--- config.mk ---
export PLATFORM = sky130hd
export DESIGN_NAME = pcse_mul_unit
export DESIGN_NICKNAME = d
export VERILOG_FILES = /design/src/rtl/pcse_pkg.sv /design/src/rtl/pcse_mul_unit.sv
export SDC_FILE = /design/constraint.sdc
export NUM_CORES = 2
export LEC_CHECK = 0
export BUFFER_PORTS_ARGS = -buffer_cell sky130_fd_sc_hd__buf_4
export CAP_MARGIN = 40
export CORE_UTILIZATION = 40
export CTS_BUF_LIST = sky130_fd_sc_hd__clkbuf_4
export DETAILED_ROUTE_END_ITERATION = 10
export PLACE_DENSITY = 0.66
export SLEW_MARGIN = 10
export SYNTH_ARGS = -nofsm -noshare
export SYNTH_HDL_FRONTEND = slang
export SYNTH_SLANG_ARGS = --single-unit
--- constraint.sdc ---
create_clock -name clk -period 14.3 [get_ports clk]
set_input_delay 0.715 -clock clk [delete_from_list [all_inputs] [get_ports clk]]
set_output_delay 0.715 -clock clk [all_outputs]
set_load 0.02 [all_outputs]
--- src/rtl/pcse_pkg.sv ---
// ----------------------------------------------------------------------------
// pcse_pkg
// Shared types, constants and helpers for the periodic cubic spline evaluator.
// ----------------------------------------------------------------------------
`timescale 1ns / 1ps

package pcse_pkg;

  localparam int Q_W           = 32;
  localparam int PROD_W        = 2 * Q_W;
  localparam int ACC_W         = 36;
  localparam int KNOT_COUNT_W  = 7;
  localparam int ROW_W         = 6;
  localparam int ORDER_W       = 2;
  localparam int STEP_W        = 3;
  localparam int MAX_KNOTS_DEF = 64;
  localparam int FRAC_BITS_DEF = 16;

  localparam logic [KNOT_COUNT_W-1:0] KNOT_COUNT_RST = 7'd2;

  localparam logic ACT_LOAD = 1'b0;
  localparam logic ACT_EVAL = 1'b1;

  localparam logic [ORDER_W-1:0] ORDER_VALUE = 2'd0;
  localparam logic [ORDER_W-1:0] ORDER_SLOPE = 2'd1;
  localparam logic [ORDER_W-1:0] ORDER_CURVE = 2'd2;
  localparam logic [ORDER_W-1:0] ORDER_NONE  = 2'd3;

  typedef struct packed {
    logic signed [Q_W-1:0] knot;
    logic signed [Q_W-1:0] coef_const;
    logic signed [Q_W-1:0] coef_lin;
    logic signed [Q_W-1:0] coef_quad;
    logic signed [Q_W-1:0] coef_cube;
  } row_t;

  typedef struct packed {
    logic                start;
    logic signed [Q_W:0] dividend;
    logic [Q_W-1:0]      divisor;
  } rem_req_t;

  typedef struct packed {
    logic           done;
    logic [Q_W-1:0] rem;
  } rem_rsp_t;

  typedef struct packed {
    logic signed [Q_W-1:0] value;
    logic                  clip;
  } sat_t;

  typedef enum logic [3:0] {
    ST_IDLE,
    ST_FIRST,
    ST_LAST,
    ST_REM,
    ST_SEARCH_ADDR,
    ST_SEARCH_CMP,
    ST_INDEX,
    ST_FETCH,
    ST_MUL,
    ST_RND,
    ST_WB,
    ST_ACC,
    ST_DONE
  } ctl_state_t;

  typedef enum logic [2:0] {
    REM_IDLE,
    REM_ABS,
    REM_RUN,
    REM_FIX,
    REM_DONE
  } rem_state_t;

  typedef enum logic [2:0] {
    OPND_DT,
    OPND_DT2,
    OPND_DT3,
    OPND_LIN,
    OPND_QUAD,
    OPND_CUBE
  } opnd_t;

  typedef enum logic [1:0] {
    DST_DT2,
    DST_DT3,
    DST_ACC
  } dst_t;

  typedef enum logic [1:0] {
    SCALE_1,
    SCALE_2,
    SCALE_3,
    SCALE_6
  } scale_t;

  typedef struct packed {
    opnd_t  a_sel;
    opnd_t  b_sel;
    dst_t   dst;
    scale_t scale;
    logic   last;
  } poly_op_t;

  // clip a wide signed sum to q16.16 range
  function automatic sat_t sat_q(input logic signed [ACC_W-1:0] v);
    sat_t s;
    if (v[ACC_W-1:Q_W-1] == {(ACC_W-Q_W+1){v[ACC_W-1]}}) begin
      s.value = v[Q_W-1:0];
      s.clip  = 1'b0;
    end else begin
      s.value = v[ACC_W-1] ? {1'b1, {(Q_W-1){1'b0}}} : {1'b0, {(Q_W-1){1'b1}}};
      s.clip  = 1'b1;
    end
    return s;
  endfunction

  // multiply schedule per derivative order
  function automatic poly_op_t poly_op(input logic [ORDER_W-1:0] order,
                                       input logic [STEP_W-1:0]  step);
    poly_op_t op;
    op = '{OPND_DT, OPND_DT, DST_ACC, SCALE_1, 1'b1};
    case (order)
      ORDER_VALUE: begin
        case (step)
          3'd0:    op = '{OPND_DT,   OPND_DT,  DST_DT2, SCALE_1, 1'b0};
          3'd1:    op = '{OPND_DT2,  OPND_DT,  DST_DT3, SCALE_1, 1'b0};
          3'd2:    op = '{OPND_LIN,  OPND_DT,  DST_ACC, SCALE_1, 1'b0};
          3'd3:    op = '{OPND_QUAD, OPND_DT2, DST_ACC, SCALE_1, 1'b0};
          default: op = '{OPND_CUBE, OPND_DT3, DST_ACC, SCALE_1, 1'b1};
        endcase
      end
      ORDER_SLOPE: begin
        case (step)
          3'd0:    op = '{OPND_DT,   OPND_DT,  DST_DT2, SCALE_1, 1'b0};
          3'd1:    op = '{OPND_QUAD, OPND_DT,  DST_ACC, SCALE_2, 1'b0};
          default: op = '{OPND_CUBE, OPND_DT2, DST_ACC, SCALE_3, 1'b1};
        endcase
      end
      ORDER_CURVE: op = '{OPND_CUBE, OPND_DT, DST_ACC, SCALE_6, 1'b1};
      default:     op = '{OPND_DT, OPND_DT, DST_ACC, SCALE_1, 1'b1};
    endcase
    return op;
  endfunction

endpackage

--- src/rtl/pcse_mul_unit.sv ---
// ----------------------------------------------------------------------------
// pcse_mul_unit
// Shared q16.16 multiplier: registered product, then round half up and clip.
// ----------------------------------------------------------------------------
`timescale 1ns / 1ps

module pcse_mul_unit #(
  parameter int FRAC_BITS = pcse_pkg::FRAC_BITS_DEF
) (
  input  logic                            clk,
  input  logic signed [pcse_pkg::Q_W-1:0] op_a,
  input  logic signed [pcse_pkg::Q_W-1:0] op_b,
  output pcse_pkg::sat_t                  q
);
  import pcse_pkg::*;

  localparam logic signed [PROD_W-1:0] HALF = PROD_W'(1) << (FRAC_BITS - 1);

  logic signed [PROD_W-1:0] a_ext;
  logic signed [PROD_W-1:0] b_ext;
  logic signed [PROD_W-1:0] prod;
  logic signed [PROD_W-1:0] rounded;
  logic signed [PROD_W-1:0] shifted;
  sat_t                     q_next;

  assign a_ext   = {{Q_W{op_a[Q_W-1]}}, op_a};
  assign b_ext   = {{Q_W{op_b[Q_W-1]}}, op_b};
  assign rounded = prod + HALF;
  assign shifted = rounded >>> FRAC_BITS;

  always_comb begin
    if (shifted[PROD_W-1:Q_W-1] == {(PROD_W-Q_W+1){shifted[PROD_W-1]}}) begin
      q_next.value = shifted[Q_W-1:0];
      q_next.clip  = 1'b0;
    end else begin
      q_next.value = shifted[PROD_W-1] ? {1'b1, {(Q_W-1){1'b0}}}
                                       : {1'b0, {(Q_W-1){1'b1}}};
      q_next.clip  = 1'b1;
    end
  end

  always_ff @(posedge clk) begin
    prod <= a_ext * b_ext;
    q    <= q_next;
  end

endmodule

==> run_results.csv <==
group,metric,value,unit
clocking,cts_hold_buf,0,
clocking,numCtsBuffers,9,
detailed_routing,wl_per_cell,19.2,um
logic_synthesis,yosys.area.top_type,"fa_1",
flow_run,drv_cap,0,
clocking,cts_root_buffer,"clkbuf_4",
clocking,clk_pin_slew,160,ps
sta,fmax,0.120,GHz
worst_setup_path,cp.required,14750,ps
worst_setup_path,regToRegStartpoint,"prod[15]$_DFF_P_",
worst_setup_path,rrSetupSlack,10340,ps
sta,clock-skew-final,19.4,ps
detailed_routing,route.vias.total,26700,
worst_setup_path,worstSetupPathType,"primary input to register",
sta,hold_viol,0,
sta,fin_crit_sh,58.3,%
grt,antenna_found_initial,2,
worst_setup_path,startpoint,"op_a[31]",
worst_setup_path,worstPathArrival,8790,ps
detailed_routing,ant_nets,0,
finish,instances_no_fill,5254,
finish,drive_gt1_share,3.79,%
clocking,cts_tree,"yes",
outcome,status,"complete, no violations",
min_path,hold_path_startpoint,"prod[28]$_DFF_P_",
finish,design_area,0.0404,mm2
logic_synthesis,syn-mean-instance-area,9.51,um2
sta,slew_viol_final,0,
clocking,cts_buffer_depth,2,
logic_synthesis,ys_types,66,
detailed_routing,routed_wl,101,mm
sta,rsz0062_at_grt,"no",
placed_design,placed_cells,5235,
finish,layout_commonest_cell,"fa_1",
clocking,cts.sinks,82,
floorplanning,initial_core_util,40.6,%
detailed_routing,first_iter_violations,1500,
grt,grt_max_degree,35,
logic_synthesis,syn-num-nets,5402,
sta,setup_violations,0,
finish,area_growth,4.28,%
detailed_routing,dr.pass1.iters,5,
logic_synthesis,ys_async_sr_fraction,0,%
sta,fin_tns_setup,0,ps
placed_design,dp_hpwl,80.7,mm
worst_setup_path,cp-end-kind,"register",
floorplanning,num_rows,113,
clocking,post_cts_resized,0,
logic_synthesis,synth_edf_count,0,
clocking,clk_latency,500,ps
grt,grt_pass1_vias,30900,
logic_synthesis,yosysWarningCount,0,
placed_design,place_congestion,0.909,
finish,num-nets-final,5308,
finish,final_util,42.3,%
logic_synthesis,synthTopCellsByArea,"fa_1 56%, inv_1 9.5%, and2_1 8.4%, ha_1 5.8%, nand2_1 5.1%",
sta,relSlewSlack,43.4,%
sta,tightest_slew,848,ps
floorplanning,die_w,313,um
logic_synthesis,netlist_area,0.0387,mm2
floorplanning,core,0.0954,mm2
logic_synthesis,ys_ff_latch,82,
placed_design,post_dp_cell_area,0.0403,mm2
grt,grt_use_total,21.9,%
placed_design,io_buffers,97,
finish,layout_common_cells,"1081 x fa_1, 982 x inv_1, 529 x nand2_1, 518 x and2_1, 181 x ha_1",
sta,period_needed,8340,ps
floorplanning,io_pins,98,
detailed_routing,drc,0,
logic_synthesis,ys_seq_area_share,4.24,%
floorplanning,die_y,313,um
logic_synthesis,yosys.area.top_type_share,55.8,%
worst_setup_path,cp_max_fo,32,
detailed_routing,vias_per_cell,5.09,
logic_synthesis,ys_dominant_reg_cell,"dfxtp_1",
logic_synthesis,synthCells,4075,
grt,grt_pass1_wl,166,mm
grt,overflow,0,
floorplanning,die_area,0.0981,mm2
clocking,post-cts-setup-buffers,0,
min_path,min_path_type,"register to register",
worst_setup_path,crit_path_start_kind,"primary input",
clocking,htreeDepth,3,
-- cell usage after synthesis, types with 2 or more instances --
cell and count:
a211o_1 2, a211o_2 2, a211oi_1 8, a21o_1 23, a21oi_1 59, a221oi_1 2, a31oi_1 8, and2_1 518
and3_1 7, and3_2 5, and4_1 5, and4_4 2, buf_2 2, buf_6 5, clkbuf_1 196, clkbuf_8 2
dfxtp_1 82, fa_1 1081, ha_1 181, inv_1 982, mux2i_1 31, nand2_1 529, nand2b_1 14, nand3_1 30
nand3_2 2, nand4_1 22, nand4_2 4, nor2_1 63, nor2b_1 5, nor3_1 15, nor4_1 3, nor4_4 3
o211ai_1 7, o21a_1 7, o21ai_0 32, o21bai_1 5, o31ai_1 3, or3_1 3, or3_4 2, xnor2_1 57
xor2_1 41
-- layout make-up --
type	count	area, um2
fill	9309	55000
multi-input combinational	2804	32600
inverter	983	3690
sequential	82	1640
tap	1265	1580
timing repair buffer	101	758
clock inverter	7	73.8
clock buffer	9	67.6
antenna	3	7.51
-- state kept, by name (all words and copies together), names as in the netlist --
signal / count
q: 33
prod: 49
-- final timing paths --
check / end / depth (start not counted)
max: prod[61]$_DFF_P_ / 28
min: q[13]$_DFF_P_ / 2
max reg2reg: q[6]$_DFF_P_ / 11
min reg2reg: q[13]$_DFF_P_ / 2
-- critical path, stage by stage --
cell     delay, ps
buf_4          360
nand2_1        210
inv_1          130
fa_1           410
inv_1          250
fa_1           470
inv_1          220
fa_1           500
fa_1           930
inv_1          380
fa_1           570
inv_1           50
fa_1           540
inv_1           50
fa_1           470
inv_1           50
fa_1           450
ha_1           370
a21oi_1        230
nand2_1        100
a21o_1         180
a21o_1         170
a21o_1         170
a21o_1         170
a21oi_1        130
o21ai_0        140
a21oi_1        210
xnor2_1        140
-- layer usage --
layer / vias up / GRT usage, % / wire, um
met5: - / 0 / 0
met4: 0 / 10.7 / 5810
met3: 263 / 2.47 / 4580
met2: 835 / 40.2 / 53000
met1: 14200 / 25.2 / 37500
li1: 11500 / - / -
-- metrics by stage --
step                      setup WS [ps]  hold WS [ps]
final                              5960           596
after global routing               5470           625
after CTS                          6000           605
after detailed placement           5410           580
after global placement             5600           578
after floorplan                    6330           517
-- logic make-up after synthesis --
group | Yosys count | share of synthesized area [%]
adders and majority gates | 1262 | 61.7
buffers and inverters | 1189 | 11.7
AOI/OAI and AO/OA | 167 | 2.73
and+or+nand+nor | 1245 | 16.6
muxes | 31 | 0.801
DFF | 82 | 4.24
xor gates and xnor gates | 99 | 2.29
Power is left out: the tool's default activity adds up to more than one toggle a clock period on the data nets, which glitch-free logic cannot reach.
