--- src/rtl/pcse_pkg.sv ---
// ----------------------------------------------------------------------------
// pcse_pkg
// Shared types, constants and helpers for the periodic cubic spline evaluator.
// ----------------------------------------------------------------------------
`timescale 1ns / 1ps

package pcse_pkg;

  localparam int Q_W           = 32;
  localparam int PROD_W        = 2 * Q_W;
  localparam int ACC_W         = 36;
  localparam int KNOT_COUNT_W  = 7;
  localparam int ROW_W         = 6;
  localparam int ORDER_W       = 2;
  localparam int STEP_W        = 3;
  localparam int MAX_KNOTS_DEF = 64;
  localparam int FRAC_BITS_DEF = 16;

  localparam logic [KNOT_COUNT_W-1:0] KNOT_COUNT_RST = 7'd2;

  localparam logic ACT_LOAD = 1'b0;
  localparam logic ACT_EVAL = 1'b1;

  localparam logic [ORDER_W-1:0] ORDER_VALUE = 2'd0;
  localparam logic [ORDER_W-1:0] ORDER_SLOPE = 2'd1;
  localparam logic [ORDER_W-1:0] ORDER_CURVE = 2'd2;
  localparam logic [ORDER_W-1:0] ORDER_NONE  = 2'd3;

  typedef struct packed {
    logic signed [Q_W-1:0] knot;
    logic signed [Q_W-1:0] coef_const;
    logic signed [Q_W-1:0] coef_lin;
    logic signed [Q_W-1:0] coef_quad;
    logic signed [Q_W-1:0] coef_cube;
  } row_t;

  typedef struct packed {
    logic                start;
    logic signed [Q_W:0] dividend;
    logic [Q_W-1:0]      divisor;
  } rem_req_t;

  typedef struct packed {
    logic           done;
    logic [Q_W-1:0] rem;
  } rem_rsp_t;

  typedef struct packed {
    logic signed [Q_W-1:0] value;
    logic                  clip;
  } sat_t;

  typedef enum logic [3:0] {
    ST_IDLE,
    ST_FIRST,
    ST_LAST,
    ST_REM,
    ST_SEARCH_ADDR,
    ST_SEARCH_CMP,
    ST_INDEX,
    ST_FETCH,
    ST_MUL,
    ST_RND,
    ST_WB,
    ST_ACC,
    ST_DONE
  } ctl_state_t;

  typedef enum logic [2:0] {
    REM_IDLE,
    REM_ABS,
    REM_RUN,
    REM_FIX,
    REM_DONE
  } rem_state_t;

  typedef enum logic [2:0] {
    OPND_DT,
    OPND_DT2,
    OPND_DT3,
    OPND_LIN,
    OPND_QUAD,
    OPND_CUBE
  } opnd_t;

  typedef enum logic [1:0] {
    DST_DT2,
    DST_DT3,
    DST_ACC
  } dst_t;

  typedef enum logic [1:0] {
    SCALE_1,
    SCALE_2,
    SCALE_3,
    SCALE_6
  } scale_t;

  typedef struct packed {
    opnd_t  a_sel;
    opnd_t  b_sel;
    dst_t   dst;
    scale_t scale;
    logic   last;
  } poly_op_t;

  // clip a wide signed sum to q16.16 range
  function automatic sat_t sat_q(input logic signed [ACC_W-1:0] v);
    sat_t s;
    if (v[ACC_W-1:Q_W-1] == {(ACC_W-Q_W+1){v[ACC_W-1]}}) begin
      s.value = v[Q_W-1:0];
      s.clip  = 1'b0;
    end else begin
      s.value = v[ACC_W-1] ? {1'b1, {(Q_W-1){1'b0}}} : {1'b0, {(Q_W-1){1'b1}}};
      s.clip  = 1'b1;
    end
    return s;
  endfunction

  // multiply schedule per derivative order
  function automatic poly_op_t poly_op(input logic [ORDER_W-1:0] order,
                                       input logic [STEP_W-1:0]  step);
    poly_op_t op;
    op = '{OPND_DT, OPND_DT, DST_ACC, SCALE_1, 1'b1};
    case (order)
      ORDER_VALUE: begin
        case (step)
          3'd0:    op = '{OPND_DT,   OPND_DT,  DST_DT2, SCALE_1, 1'b0};
          3'd1:    op = '{OPND_DT2,  OPND_DT,  DST_DT3, SCALE_1, 1'b0};
          3'd2:    op = '{OPND_LIN,  OPND_DT,  DST_ACC, SCALE_1, 1'b0};
          3'd3:    op = '{OPND_QUAD, OPND_DT2, DST_ACC, SCALE_1, 1'b0};
          default: op = '{OPND_CUBE, OPND_DT3, DST_ACC, SCALE_1, 1'b1};
        endcase
      end
      ORDER_SLOPE: begin
        case (step)
          3'd0:    op = '{OPND_DT,   OPND_DT,  DST_DT2, SCALE_1, 1'b0};
          3'd1:    op = '{OPND_QUAD, OPND_DT,  DST_ACC, SCALE_2, 1'b0};
          default: op = '{OPND_CUBE, OPND_DT2, DST_ACC, SCALE_3, 1'b1};
        endcase
      end
      ORDER_CURVE: op = '{OPND_CUBE, OPND_DT, DST_ACC, SCALE_6, 1'b1};
      default:     op = '{OPND_DT, OPND_DT, DST_ACC, SCALE_1, 1'b1};
    endcase
    return op;
  endfunction

endpackage

--- src/rtl/pcse_rem_unit.sv ---
// ----------------------------------------------------------------------------
// pcse_rem_unit
// Bit-serial floor remainder of a signed offset by a positive span.
// ----------------------------------------------------------------------------
`timescale 1ns / 1ps

module pcse_rem_unit (
  input  logic               clk,
  input  logic               rst,
  input  pcse_pkg::rem_req_t req,
  output pcse_pkg::rem_rsp_t rsp
);
  import pcse_pkg::*;

  localparam int CNT_W = $clog2(Q_W);

  rem_state_t          state;
  rem_state_t          state_next;
  logic signed [Q_W:0] dividend;
  logic signed [Q_W:0] dividend_neg;
  logic [Q_W-1:0]      divisor;
  logic [Q_W-1:0]      mag;
  logic [Q_W-1:0]      rem;
  logic                neg;
  logic [CNT_W-1:0]    cnt;
  logic [Q_W:0]        trial;
  logic [Q_W:0]        trial_sub;

  assign dividend_neg = -dividend;
  assign trial        = {rem, mag[Q_W-1]};
  assign trial_sub    = trial - {1'b0, divisor};

  always_ff @(posedge clk) begin
    if (rst) begin
      state <= REM_IDLE;
    end else begin
      state <= state_next;
    end
  end

  always_comb begin
    state_next = state;
    rsp.done   = 1'b0;
    rsp.rem    = rem;
    case (state)
      REM_IDLE: begin
        if (req.start) begin
          state_next = REM_ABS;
        end
      end
      REM_ABS: state_next = REM_RUN;
      REM_RUN: begin
        if (cnt == CNT_W'(Q_W - 1)) begin
          state_next = REM_FIX;
        end
      end
      REM_FIX: state_next = REM_DONE;
      REM_DONE: begin
        rsp.done   = 1'b1;
        state_next = REM_IDLE;
      end
      default: state_next = REM_IDLE;
    endcase
  end

  always_ff @(posedge clk) begin
    case (state)
      REM_IDLE: begin
        if (req.start) begin
          dividend <= req.dividend;
          divisor  <= req.divisor;
        end
      end
      REM_ABS: begin
        neg <= dividend[Q_W];
        mag <= dividend[Q_W] ? dividend_neg[Q_W-1:0] : dividend[Q_W-1:0];
        rem <= '0;
        cnt <= '0;
      end
      REM_RUN: begin
        rem <= trial_sub[Q_W] ? trial[Q_W-1:0] : trial_sub[Q_W-1:0];
        mag <= mag << 1;
        cnt <= cnt + CNT_W'(1);
      end
      REM_FIX: begin
        // negative offset wraps up from the span
        if (neg && rem != '0) begin
          rem <= divisor - rem;
        end
      end
      default: ;
    endcase
  end

endmodule

--- config.mk ---
export PLATFORM = sky130hd
export DESIGN_NAME = pcse_rem_unit
export DESIGN_NICKNAME = d
export VERILOG_FILES = /design/src/rtl/pcse_pkg.sv /design/src/rtl/pcse_rem_unit.sv
export SDC_FILE = /design/constraint.sdc
export NUM_CORES = 1
export LEC_CHECK = 0
export BUFFER_PORTS_ARGS = -buffer_cell sky130_fd_sc_hd__buf_2
export CORE_ASPECT_RATIO = 1.25
export CORE_MARGIN = 2
export CORE_UTILIZATION = 35
export CTS_CLUSTER_DIAMETER = 120
export DETAILED_ROUTE_END_ITERATION = 10
export PLACE_DENSITY_LB_ADDON = 0.1
export SLEW_MARGIN = 20
export SYNTH_ARGS = -nofsm -noshare
export SYNTH_HDL_FRONTEND = slang
export SYNTH_SLANG_ARGS = --single-unit
--- constraint.sdc ---
create_clock -name clk -period 17.22 [get_ports clk]
set_input_delay 0.861 -clock clk [delete_from_list [all_inputs] [get_ports clk]]
set_output_delay 0.861 -clock clk [all_outputs]
set_load 0.1 [all_outputs]
==> flow_summary_export.csv, run 1 <==
group,metric,value,unit
run_status,status,"finished, final reports clean",
global_route,grt_overflow,0,
routing,vias,8284,
synthesis,synth_seq_cells,138,
routing,drc_errors,0,
clock_network,post_cts_buffers,0,
timing,clock-skew-final,0.0137,ns
timing,fin_crit_sh,23.9,%
setup_path,path_buf_inv,1,
min_path,min_path_cells,2,
synthesis,yosysSeqAreaShare,40.5,%
setup_path,critPathTopFamily,"compound AO/OA/AOI/OAI gates",
setup_path,path_class,"flip-flop to flip-flop",
global_route,grt_max_degree,87,
timing,relSlewSlack,24.4,%
timing,worst_hold_slack,0.516,ns
power,power.share.clock,26.9,%
die,dieArea,30400,um2
routing,via_per_inst,5.56,
timing,setup_tns,0,ns
synthesis,synth_edf_count,135,
clock_network,h-tree-depth,4,
timing,fmax,0.243,GHz
flow_run,cap_violations,0,
routing,met1_length,12300,um
setup_path,cp_max_fo,31,
timing,slew_viol_final,0,
die,die_w,156,um
setup_path,crit_chain,"ha_1 > inv_1 > fa_1 > a211oi_1 > o21a_2 > a2111oi_4 > nor3b_2 > a2111oi_4 > or3_1 > a21oi_1 > a221o_1",
routing,highest_layer,"met5",
routing,wl_per_cell,19.0,um
placed_design,port_buffers,100,
clock_network,cts_sinks,138,
routing,drt_wl_total,28300,um
global_route,grt_pass1_vias,8338,
final_layout,utilization,40.3,%
routing,met2WireLength,14300,um
setup_path,worst_r2r_path_depth,11,
setup_path,timing.rr.end,"rem[28]",
final_layout,layout-drive-gt1-share,15.9,%
synthesis,avgSynthCellArea,9.66,um2
timing,rsz0062_at_grt,"no",
final_layout,design_area,11500,um2
clock_network,cts_buffers,17,
setup_path,slowest_delay,0.92,ns
setup_path,crit_top_cell,"a2111oi_4",
synthesis,syn_area,10100,um2
routing,ant_nets,0,
synthesis,synthCells,1050,
routing,met3_length,1060,um
timing,hold_viol,0,
synthesis,ys_types,77,
die,die_h,194,um
timing,tightestPinTransition,1.13,ns
setup_path,cp-start-kind,"flip-flop",
placed_design,gp_congestion,0.873,
timing,setup_ws,13.10,ns
clock_network,cts.clk_slew.worst_paths,0.06,ns
die,rows,69,
placed_design,hpwlAfterDp,21500,um
min_path,hold_path.class,"flip-flop to flip-flop",
final_layout,num_antenna_cells,0,
global_route,grt_usage,19.1,%
final_layout,multiInputGateArea,5510,um2
die,pin_count,101,
setup_path,cpMaxStageDelayCell,"or3_1",
setup_path,rrSetupSlack,13.10,ns
min_path,worstHoldStart,"mag[0]",
placed_design,placedCellCount,1460,
power,total_power,1.27,mW
final_layout,layout_commonest_cell,"edfxtp_1",
synthesis,async_reset_ff_share,0,%
routing,drtPass1Iterations,4,
setup_path,crit_path_end_kind,"flip-flop",
power,powerDensity,111,nW/um2
global_route,grt_pass1_wl,45000,um
final_layout,fill_cells,2890,
timing,setup_viol,0,
final_layout,ff_latch_area,4110,um2
final_layout,fin_nets,1260,
clock_network,worstSkewPairLatency,0.44,ns
power,ir_drop,59.5,uV
global_route,antenna_found_initial,1,
final_layout,final_cell_mix,"135 x edfxtp_1, 100 x buf_2, 89 x nand2_1, 82 x inv_1, 71 x a21oi_1",
clock_network,cts_tree,"done",
final_layout,final_cells,1490,
placed_design,place_ws,13.09,ns
power,p_int,0.769,mW
routing,drt_iter0_drc,383,
die,core,28500,um2
power,leakage,4.47,nW
setup_path,required,17.40,ns
die,initial_core_util,35.6,%
min_path,whs_endpoint,"mag[1]",
clock_network,cts_root_buf,"clkbuf_16",
setup_path,arrival,4.30,ns
timing,fin_crit,4.12,ns
power,p_switching,0.502,mW
synthesis,yosysWarnings,0,
synthesis,ys.flop_type,"edfxtp_1",
setup_path,worstReg2RegStart,"divisor[0]",
synthesis,syn-num-nets,1186,
power,p_sw_share,39.5,%
placed_design,place_area,10900,um2
clock_network,ctsResizeCount,0,
clock_network,cts_hold_buf,0,
power,combPwrFrac,37.3,%
final_layout,syn_to_final_growth,13.1,%
power,power_frac_seq,35.8,%
clock_network,cts_buffer_depth,2,
kinds of logic after synthesis:
family	Yosys count	share of synthesized area (%)
adders and majority gates	68	8.53
xor gates and xnor gates	71	6.13
muxes	5	0.493
AOI/OAI and AO/OA	314	22.9
DFF	138	40.5
and+or+nand+nor	318	16.0
buffers and inverters	136	5.39
state kept, by name, summed over array words and instances (netlist names):
name,count
cnt,5
dividend,33
divisor,32
neg,1
mag,32
rem,32
state,3
area by class of cell:
| cell class | instances | area share [%] |
|---|---|---|
| well taps | 355 | 3.87 |
| clock inverters | 13 | 0.927 |
| flip-flops and latches | 138 | 35.8 |
| clock buffers | 17 | 3.71 |
| repair buffers | 109 | 4.95 |
| multi-input cells | 776 | 48.0 |
| inverters | 82 | 2.68 |
power by group through the flow:
stage / Combinational, mW / Clock, mW / Sequential (mW)
2_1_floorplan: 0.303 / 0 / 0.520
3_3_place_gp: 0.476 / 0 / 0.461
3_5_place_dp: 0.474 / 0 / 0.462
4_1_cts: 0.476 / 0.353 / 0.455
5_1_grt: 0.520 / 0.365 / 0.460
6_report: 0.475 / 0.342 / 0.455
per-layer routing:
layer  GRT usage (%)  up-vias
met4            6.52        2
met3            3.03       43
met1            23.4     3903
li1                -     4152
met5               0        -
met2            33.8      184
worst reg2reg max path: cells and delay by family (launching register included):
kind	cells	cell delay, ns
AOI/OAI and AO/OA	6	1.89
DFF	1	0.39
and+or+nand+nor	2	1.06
adders and majority gates	2	0.46
buffers and inverters	1	0.07
synth_stat cells, types with 4 or more instances:
library cell	number	share of area, %
o21ai_0	64	3.2
nand2_1	90	3.3
a211o_1	5	0.43
buf_1	4	0.15
or3_1	8	0.49
edfxtp_1	135	40
o21ai_1	4	0.20
xor2_1	41	3.5
a211oi_1	7	0.52
nor2b_1	6	0.37
nand2b_1	8	0.49
a21oi_1	71	3.5
clkbuf_1	38	1.4
ha_1	66	8.1
a2111oi_0	6	0.52
o41ai_1	4	0.35
and2_1	6	0.37
or4_1	6	0.44
o21bai_1	8	0.59
a41oi_1	4	0.35
a31oi_1	11	0.68
buf_2	8	0.39
nand3b_1	6	0.44
a311oi_1	4	0.35
xnor2_1	30	2.6
nor3_1	24	1.2
o2111ai_1	9	0.78
o31ai_1	13	0.96
or2_2	5	0.31
mux2i_1	5	0.49
o211ai_1	11	0.81
a221o_1	4	0.39
nand3_1	29	1.4
a21o_1	19	1.4
and3_1	19	1.2
nand4_1	32	2.0
inv_1	82	3.0
o21a_1	14	1.0
nor4_1	14	0.86
o311ai_2	19	3.0
nor2_1	52	1.9
worst max-delay path by stage:
stage,start,end,depth (start not counted)
6_report,divisor[0],rem[28],11
5_1_grt,rem[1],rem[28],9
4_1_cts,rem[1],rem[28],9
3_5_place_dp,divisor[0],rem[28],11
3_3_place_gp,divisor[0],rem[28],11
2_1_floorplan,req[65],dividend[0],1
Power figures use the tool's default switching activity.
==> run 2, diff against run 1 <==
clock period = 4.3 ns   (was 17.22 ns; I/O delays follow)
==> flow_summary_export.csv, run 2 (synthesized netlist as in run 1, its figures left out) <==
group,metric,value,unit
placed_design,gp_congestion,0.874,
placed_design,port_buffers,100,
timing,rsz0062_at_grt,"no",
setup_path,timing.rr.end,"rem[11]",
final_layout,syn_to_final_growth,21.2,%
power,powerDensity,436,nW/um2
global_route,grt_pass1_wl,46800,um
final_layout,final_cell_mix,"135 x edfxtp_1, 100 x buf_2, 89 x nand2_1, 82 x inv_1, 71 x a21oi_1",
timing,fin_crit_sh,85.3,%
clock_network,worstSkewPairLatency,0.43,ns
setup_path,path_class,"flip-flop to flip-flop",
global_route,grt_overflow,0,
min_path,min_path_cells,3,
routing,wl_per_cell,18.9,um
routing,vias,8573,
power,combPwrFrac,37.1,%
timing,setup_tns,0,ns
flow_run,cap_violations,0,
power,p_int,3.33,mW
setup_path,crit_chain,"inv_1 > ha_1 > inv_1 > fa_1 > a211oi_1 > o21a_2 > a2111oi_4 > nor3b_2 > a2111oi_4 > o21a_2 > nor2_2 > buf_4 > buf_4 > o311ai_2",
die,die_w,156,um
die,die_h,194,um
timing,fmax,0.273,GHz
clock_network,cts_sinks,138,
routing,drtPass1Iterations,4,
timing,tightestPinTransition,0.980,ns
setup_path,arrival,3.83,ns
setup_path,worst_r2r_path_depth,14,
clock_network,cts_buffer_depth,2,
clock_network,cts_buffers,17,
setup_path,worstReg2RegStart,"mag[31]",
clock_network,ctsResizeCount,0,
setup_path,crit_path_end_kind,"flip-flop",
setup_path,cp-start-kind,"flip-flop",
setup_path,critPathLaunch,"mag[31]",
setup_path,cp_max_fo,16,
routing,ant_nets,0,
final_layout,regMostFlops,"dividend",
clock_network,cts_tree,"done",
final_layout,layout_commonest_cell,"edfxtp_1",
routing,drt_wl_total,29600,um
final_layout,largest_reg_flops,33,
placed_design,place_ws,0.641,ns
final_layout,fin_nets,1333,
power,leakage,4.83,nW
min_path,hold_path.class,"primary input to flip-flop",
power,ir_drop,256,uV
setup_path,rrSetupSlack,0.63,ns
clock_network,h-tree-depth,4,
timing,hold_viol,0,
global_route,grt_usage,19.8,%
run_status,status,"finished, final reports clean",
timing,fin_crit,3.67,ns
die,initial_core_util,35.6,%
setup_path,crit_path_end,"rem[11]",
clock_network,cts_root_buf,"clkbuf_16",
die,rows,69,
timing,setup_viol,0,
placed_design,hpwlAfterDp,22300,um
timing,setup_ws,0.631,ns
die,core,28500,um2
global_route,antenna_found_initial,0,
routing,drt_iter0_drc,408,
power,p_switching,2.04,mW
power,power.share.clock,28.8,%
power,power_frac_seq,34.1,%
die,dieArea,30400,um2
routing,drc_errors,0,
setup_path,slowest_delay,0.43,ns
power,p_sw_share,38.0,%
final_layout,layout-drive-gt1-share,15.6,%
timing,slew_viol_final,0,
final_layout,multiInputGateArea,5520,um2
timing,clock-skew-final,0.0116,ns
die,pin_count,101,
routing,via_per_inst,5.48,
global_route,grt_max_degree,60,
final_layout,fill_cells,2803,
setup_path,required,4.46,ns
final_layout,ff_latch_area,4110,um2
final_layout,num_antenna_cells,0,
setup_path,cpMaxStageDelayCell,"nor3b_2",
global_route,grt_pass1_vias,8664,
timing,relSlewSlack,34.7,%
clock_network,cts.clk_slew.worst_paths,0.06,ns
run 2: cell types whose count changed in the layout (fill, tap and decap cells not counted), sizes merged:
| cell | delta |
|---|---|
| buf | +7 |
| bufinv | +3 |
| clkbuf | +2 |
| clkinv | -3 |
| clkinvlp | -1 |
| dlygate4sd3 | +66 |
run 2: metal layers:
| layer | vias up | track usage, % | share of wire (%) |
|---|---|---|---|
| met1 | 4052 | 24.2 | 43 |
| met5 | - | 0 | 0 |
| met3 | 37 | 2.70 | 3.4 |
| li1 | 4303 | - | - |
| met4 | 0 | 7.07 | 2.4 |
| met2 | 181 | 35.2 | 51 |
run 2: metrics by stage:
stage          cells  utilization, %  hold slack [ns]  power, mW  cell area (um2)
2_1_floorplan   1050               -            0.287       3.29            10200
3_5_place_dp    1467            38.7            0.393       3.79            11000
5_1_grt         1564            43.2            0.145       5.67            12300
6_report        1564            43.2            0.116       5.37            12300
3_3_place_gp    1467            38.7            0.391       3.79            11000
4_1_cts         1564            43.2            0.100       5.41            12300
run 2: worst min-delay path by stage:
| stage | slack (ns) | endpoint | from |
|---|---|---|---|
| floorplan | 0.29 | state[2] | rst |
| global placement | 0.39 | dividend[7] | req[39] |
| detailed placement | 0.39 | dividend[23] | req[55] |
| CTS | 0.10 | state[0] | req[65] |
| global route | 0.14 | state[0] | req[65] |
| finish | 0.12 | state[0] | req[65] |
run 2: critical path, delay by kind of cell (launching register included):
kind            cells  cell delay (ns)
compound gates      6             1.21
flops               1             0.39
simple gates        2             0.54
buf+inv             4             0.66
fa+ha+maj           2             0.58
run 2: cell type report:
type | instances | share of cell area [%]
clock buffer | 19 | 3.52
timing repair buffer | 182 | 10.6
multi-input combinational | 776 | 44.9
sequential | 138 | 33.5
clock inverter | 12 | 1.40
inverter | 82 | 2.50
tap | 355 | 3.61
run 2: repair_timing:
action,in CTS,in global routing
hold buffers,66,0
hold endpoints to repair,68,0
buffers inserted,0,0
run 2: power groups by stage:
stage	clock [mW]	sequential, mW	combinational [mW]
2_1_floorplan	0	2.07	1.21
3_3_place_gp	0	1.86	1.93
3_5_place_dp	0	1.86	1.93
4_1_cts	1.60	1.83	1.99
5_1_grt	1.65	1.85	2.17
6_report	1.55	1.83	1.99
==> run 3, diff against run 2 <==
BUFFER_PORTS_ARGS = -buffer_cell sky130_fd_sc_hd__buf_4   (was -buffer_cell sky130_fd_sc_hd__buf_2)
SKIP_LAST_GASP = 1   (was default)
==> flow_summary_export.csv, run 3 (synthesized netlist as in run 1, its figures left out) <==
group,metric,value,unit
run_status,status,"finished, final reports clean",
global_route,grt.busiest_layer,"met2",
routing,drc_errors,0,
min_path,worstHoldStart,"req[65]",
setup_path,cp_max_fo,17,
global_route,grt_pass1_wl,47000,um
global_route,use_met2,35.6,%
setup_path,path_buf_inv,4,
flow_run,cap_violations,0,
global_route,met3_usage,3.43,%
routing,drtPass1Iterations,5,
final_layout,final_cell_mix,"135 x edfxtp_1, 114 x buf_4, 89 x nand2_1, 82 x inv_1, 71 x a21oi_1",
timing,fin_crit,3.65,ns
clock_network,cts.clk_slew.worst_paths,0.07,ns
power,ir_drop,247,uV
clock_network,cts_root_buf,"clkbuf_16",
die,initial_core_util,35.6,%
placed_design,port_buffers,100,
clock_network,cts_buffer_depth,2,
timing,fmax,0.274,GHz
power,leakage,4.92,nW
clock_network,ctsResizeCount,0,
die,rows,69,
timing,worst_hold_slack,0.109,ns
timing,clock-skew-final,0.0171,ns
timing,fin_crit_sh,84.9,%
setup_path,crit_chain,"inv_1 > ha_1 > inv_1 > fa_1 > a211oi_1 > o21a_2 > a2111oi_4 > nor3b_2 > a2111oi_4 > o21a_2 > nor2_2 > buf_4 > buf_4 > o311ai_2",
die,core,28500,um2
routing,drt_wl_total,29600,um
min_path,whs_endpoint,"state[0]",
clock_network,cts_sinks,138,
clock_network,h-tree-depth,4,
timing,rsz0062_at_grt,"no",
global_route,use_met1,23.9,%
setup_path,required,4.47,ns
global_route,grt_overflow,0,
power,powerDensity,439,nW/um2
timing,setup_viol,0,
setup_path,critPathTopFamily,"compound AO/OA/AOI/OAI gates",
clock_network,cts_buffers,17,
die,pin_count,101,
global_route,grt_pass1_vias,8755,
timing,hold_viol,0,
placed_design,hpwlAfterDp,22500,um
setup_path,worst_r2r_path_depth,14,
final_layout,fin_nets,1332,
die,dieArea,30400,um2
final_layout,fill_cells,2762,
routing,ant_nets,0,
power,total_power,5.53,mW
timing,relSlewSlack,35.0,%
die,die_w,156,um
final_layout,regMostFlops,"dividend",
global_route,grt_max_degree,60,
final_layout,syn_to_final_growth,24.0,%
min_path,min_path_cells,3,
timing,slew_viol_final,0,
clock_network,worstSkewPairLatency,0.45,ns
placed_design,gp_congestion,0.888,
final_layout,layout_commonest_cell,"edfxtp_1",
setup_path,rrSetupSlack,0.65,ns
final_layout,layout-drive-gt1-share,15.9,%
setup_path,path_class,"flip-flop to flip-flop",
setup_path,cp-start-kind,"flip-flop",
global_route,antenna_found_initial,0,
clock_network,post_cts_buffers,0,
routing,drt_iter0_drc,533,
final_layout,num_antenna_cells,0,
clock_network,cts_tree,"done",
final_layout,utilization,44.2,%
setup_path,arrival,3.82,ns
timing,tightestPinTransition,0.975,ns
routing,vias,8662,
final_layout,largest_reg_flops,33,
routing,via_per_inst,5.54,
routing,wl_per_cell,18.9,um
setup_path,slowest_delay,0.41,ns
setup_path,timing.rr.end,"rem[14]",
min_path,hold_path.class,"primary input to flip-flop",
die,die_h,194,um
timing,setup_tns,0,ns
setup_path,worstReg2RegStart,"mag[31]",
setup_path,crit_path_end_kind,"flip-flop",
setup_path,cpMaxStageDelayCell,"fa_1",
global_route,grt_usage,19.8,%
clock_network,cts_hold_buf,66,
-- run 3: cell types whose count changed in the layout (fill, tap and decap cells not counted), moves of 2 or more --
cell | before | now
buf_4 | 14 | 114
buf_2 | 100 | 0
clkinv_1 | 2 | 0
inv_6 | 1 | 4
clkbuf_1 | 2 | 0
-- run 3: stage by stage --
step / cells / worst slack [ns] / instance area (um2)
after global placement: 1466 / 0.728 / 11300
after CTS: 1564 / 0.668 / 12600
after detailed placement: 1466 / 0.694 / 11300
after floorplan: 1050 / 0.653 / 10200
final: 1564 / 0.647 / 12600
after global routing: 1564 / 0.450 / 12600
-- run 3: metal layers --
metal / part of all wire, % / wire length [um] / up-vias
met5: 0 / 0 / -
met4: 2.4 / 701 / 0
met3: 3.8 / 1130 / 40
met2: 51 / 15200 / 207
met1: 42 / 12600 / 4128
li1: - / - / 4287
-- run 3: how the worst max path moves through the flow --
stage | startpoint | end | slack (ns) | depth (start not counted)
after floorplan | rem[0] | rem[23] | 0.65 | 11
after global placement | mag[31] | rem[13] | 0.73 | 14
after detailed placement | mag[31] | rem[14] | 0.69 | 14
after CTS | mag[31] | rem[14] | 0.67 | 14
after global routing | mag[31] | rem[14] | 0.45 | 14
final | mag[31] | rem[14] | 0.65 | 14
-- run 3: final cells by class --
type | instances | area, um2 | area share, %
sequential | 138 | 4110 | 32.7
tap | 355 | 444 | 3.53
timing repair buffer | 181 | 1540 | 12.2
clock buffer | 17 | 425 | 3.38
multi-input combinational | 776 | 5520 | 43.9
clock inverter | 15 | 235 | 1.87
inverter | 82 | 308 | 2.45
-- run 3: report_power, final --
group / switching (mW) / total, mW / internal (mW) / leakage [nW]
registers: 0.139 / 1.82 / 1.69 / 1.32
logic: 1.31 / 2.01 / 0.705 / 3.30
clock network: 0.646 / 1.69 / 1.04 / 0.309
total: 2.09 / 5.53 / 3.43 / 4.92
-- run 3: worst reg2reg max path, delay by kind of cell (launching register included) --
| family | cells | cell delay (ns) |
|---|---|---|
| AO/OA/AOI/OAI | 6 | 1.22 |
| adder cells (fa/ha/maj) | 2 | 0.57 |
| buffers and inverters | 4 | 0.66 |
| flip-flops | 1 | 0.39 |
| AND/OR/NAND/NOR | 2 | 0.53 |
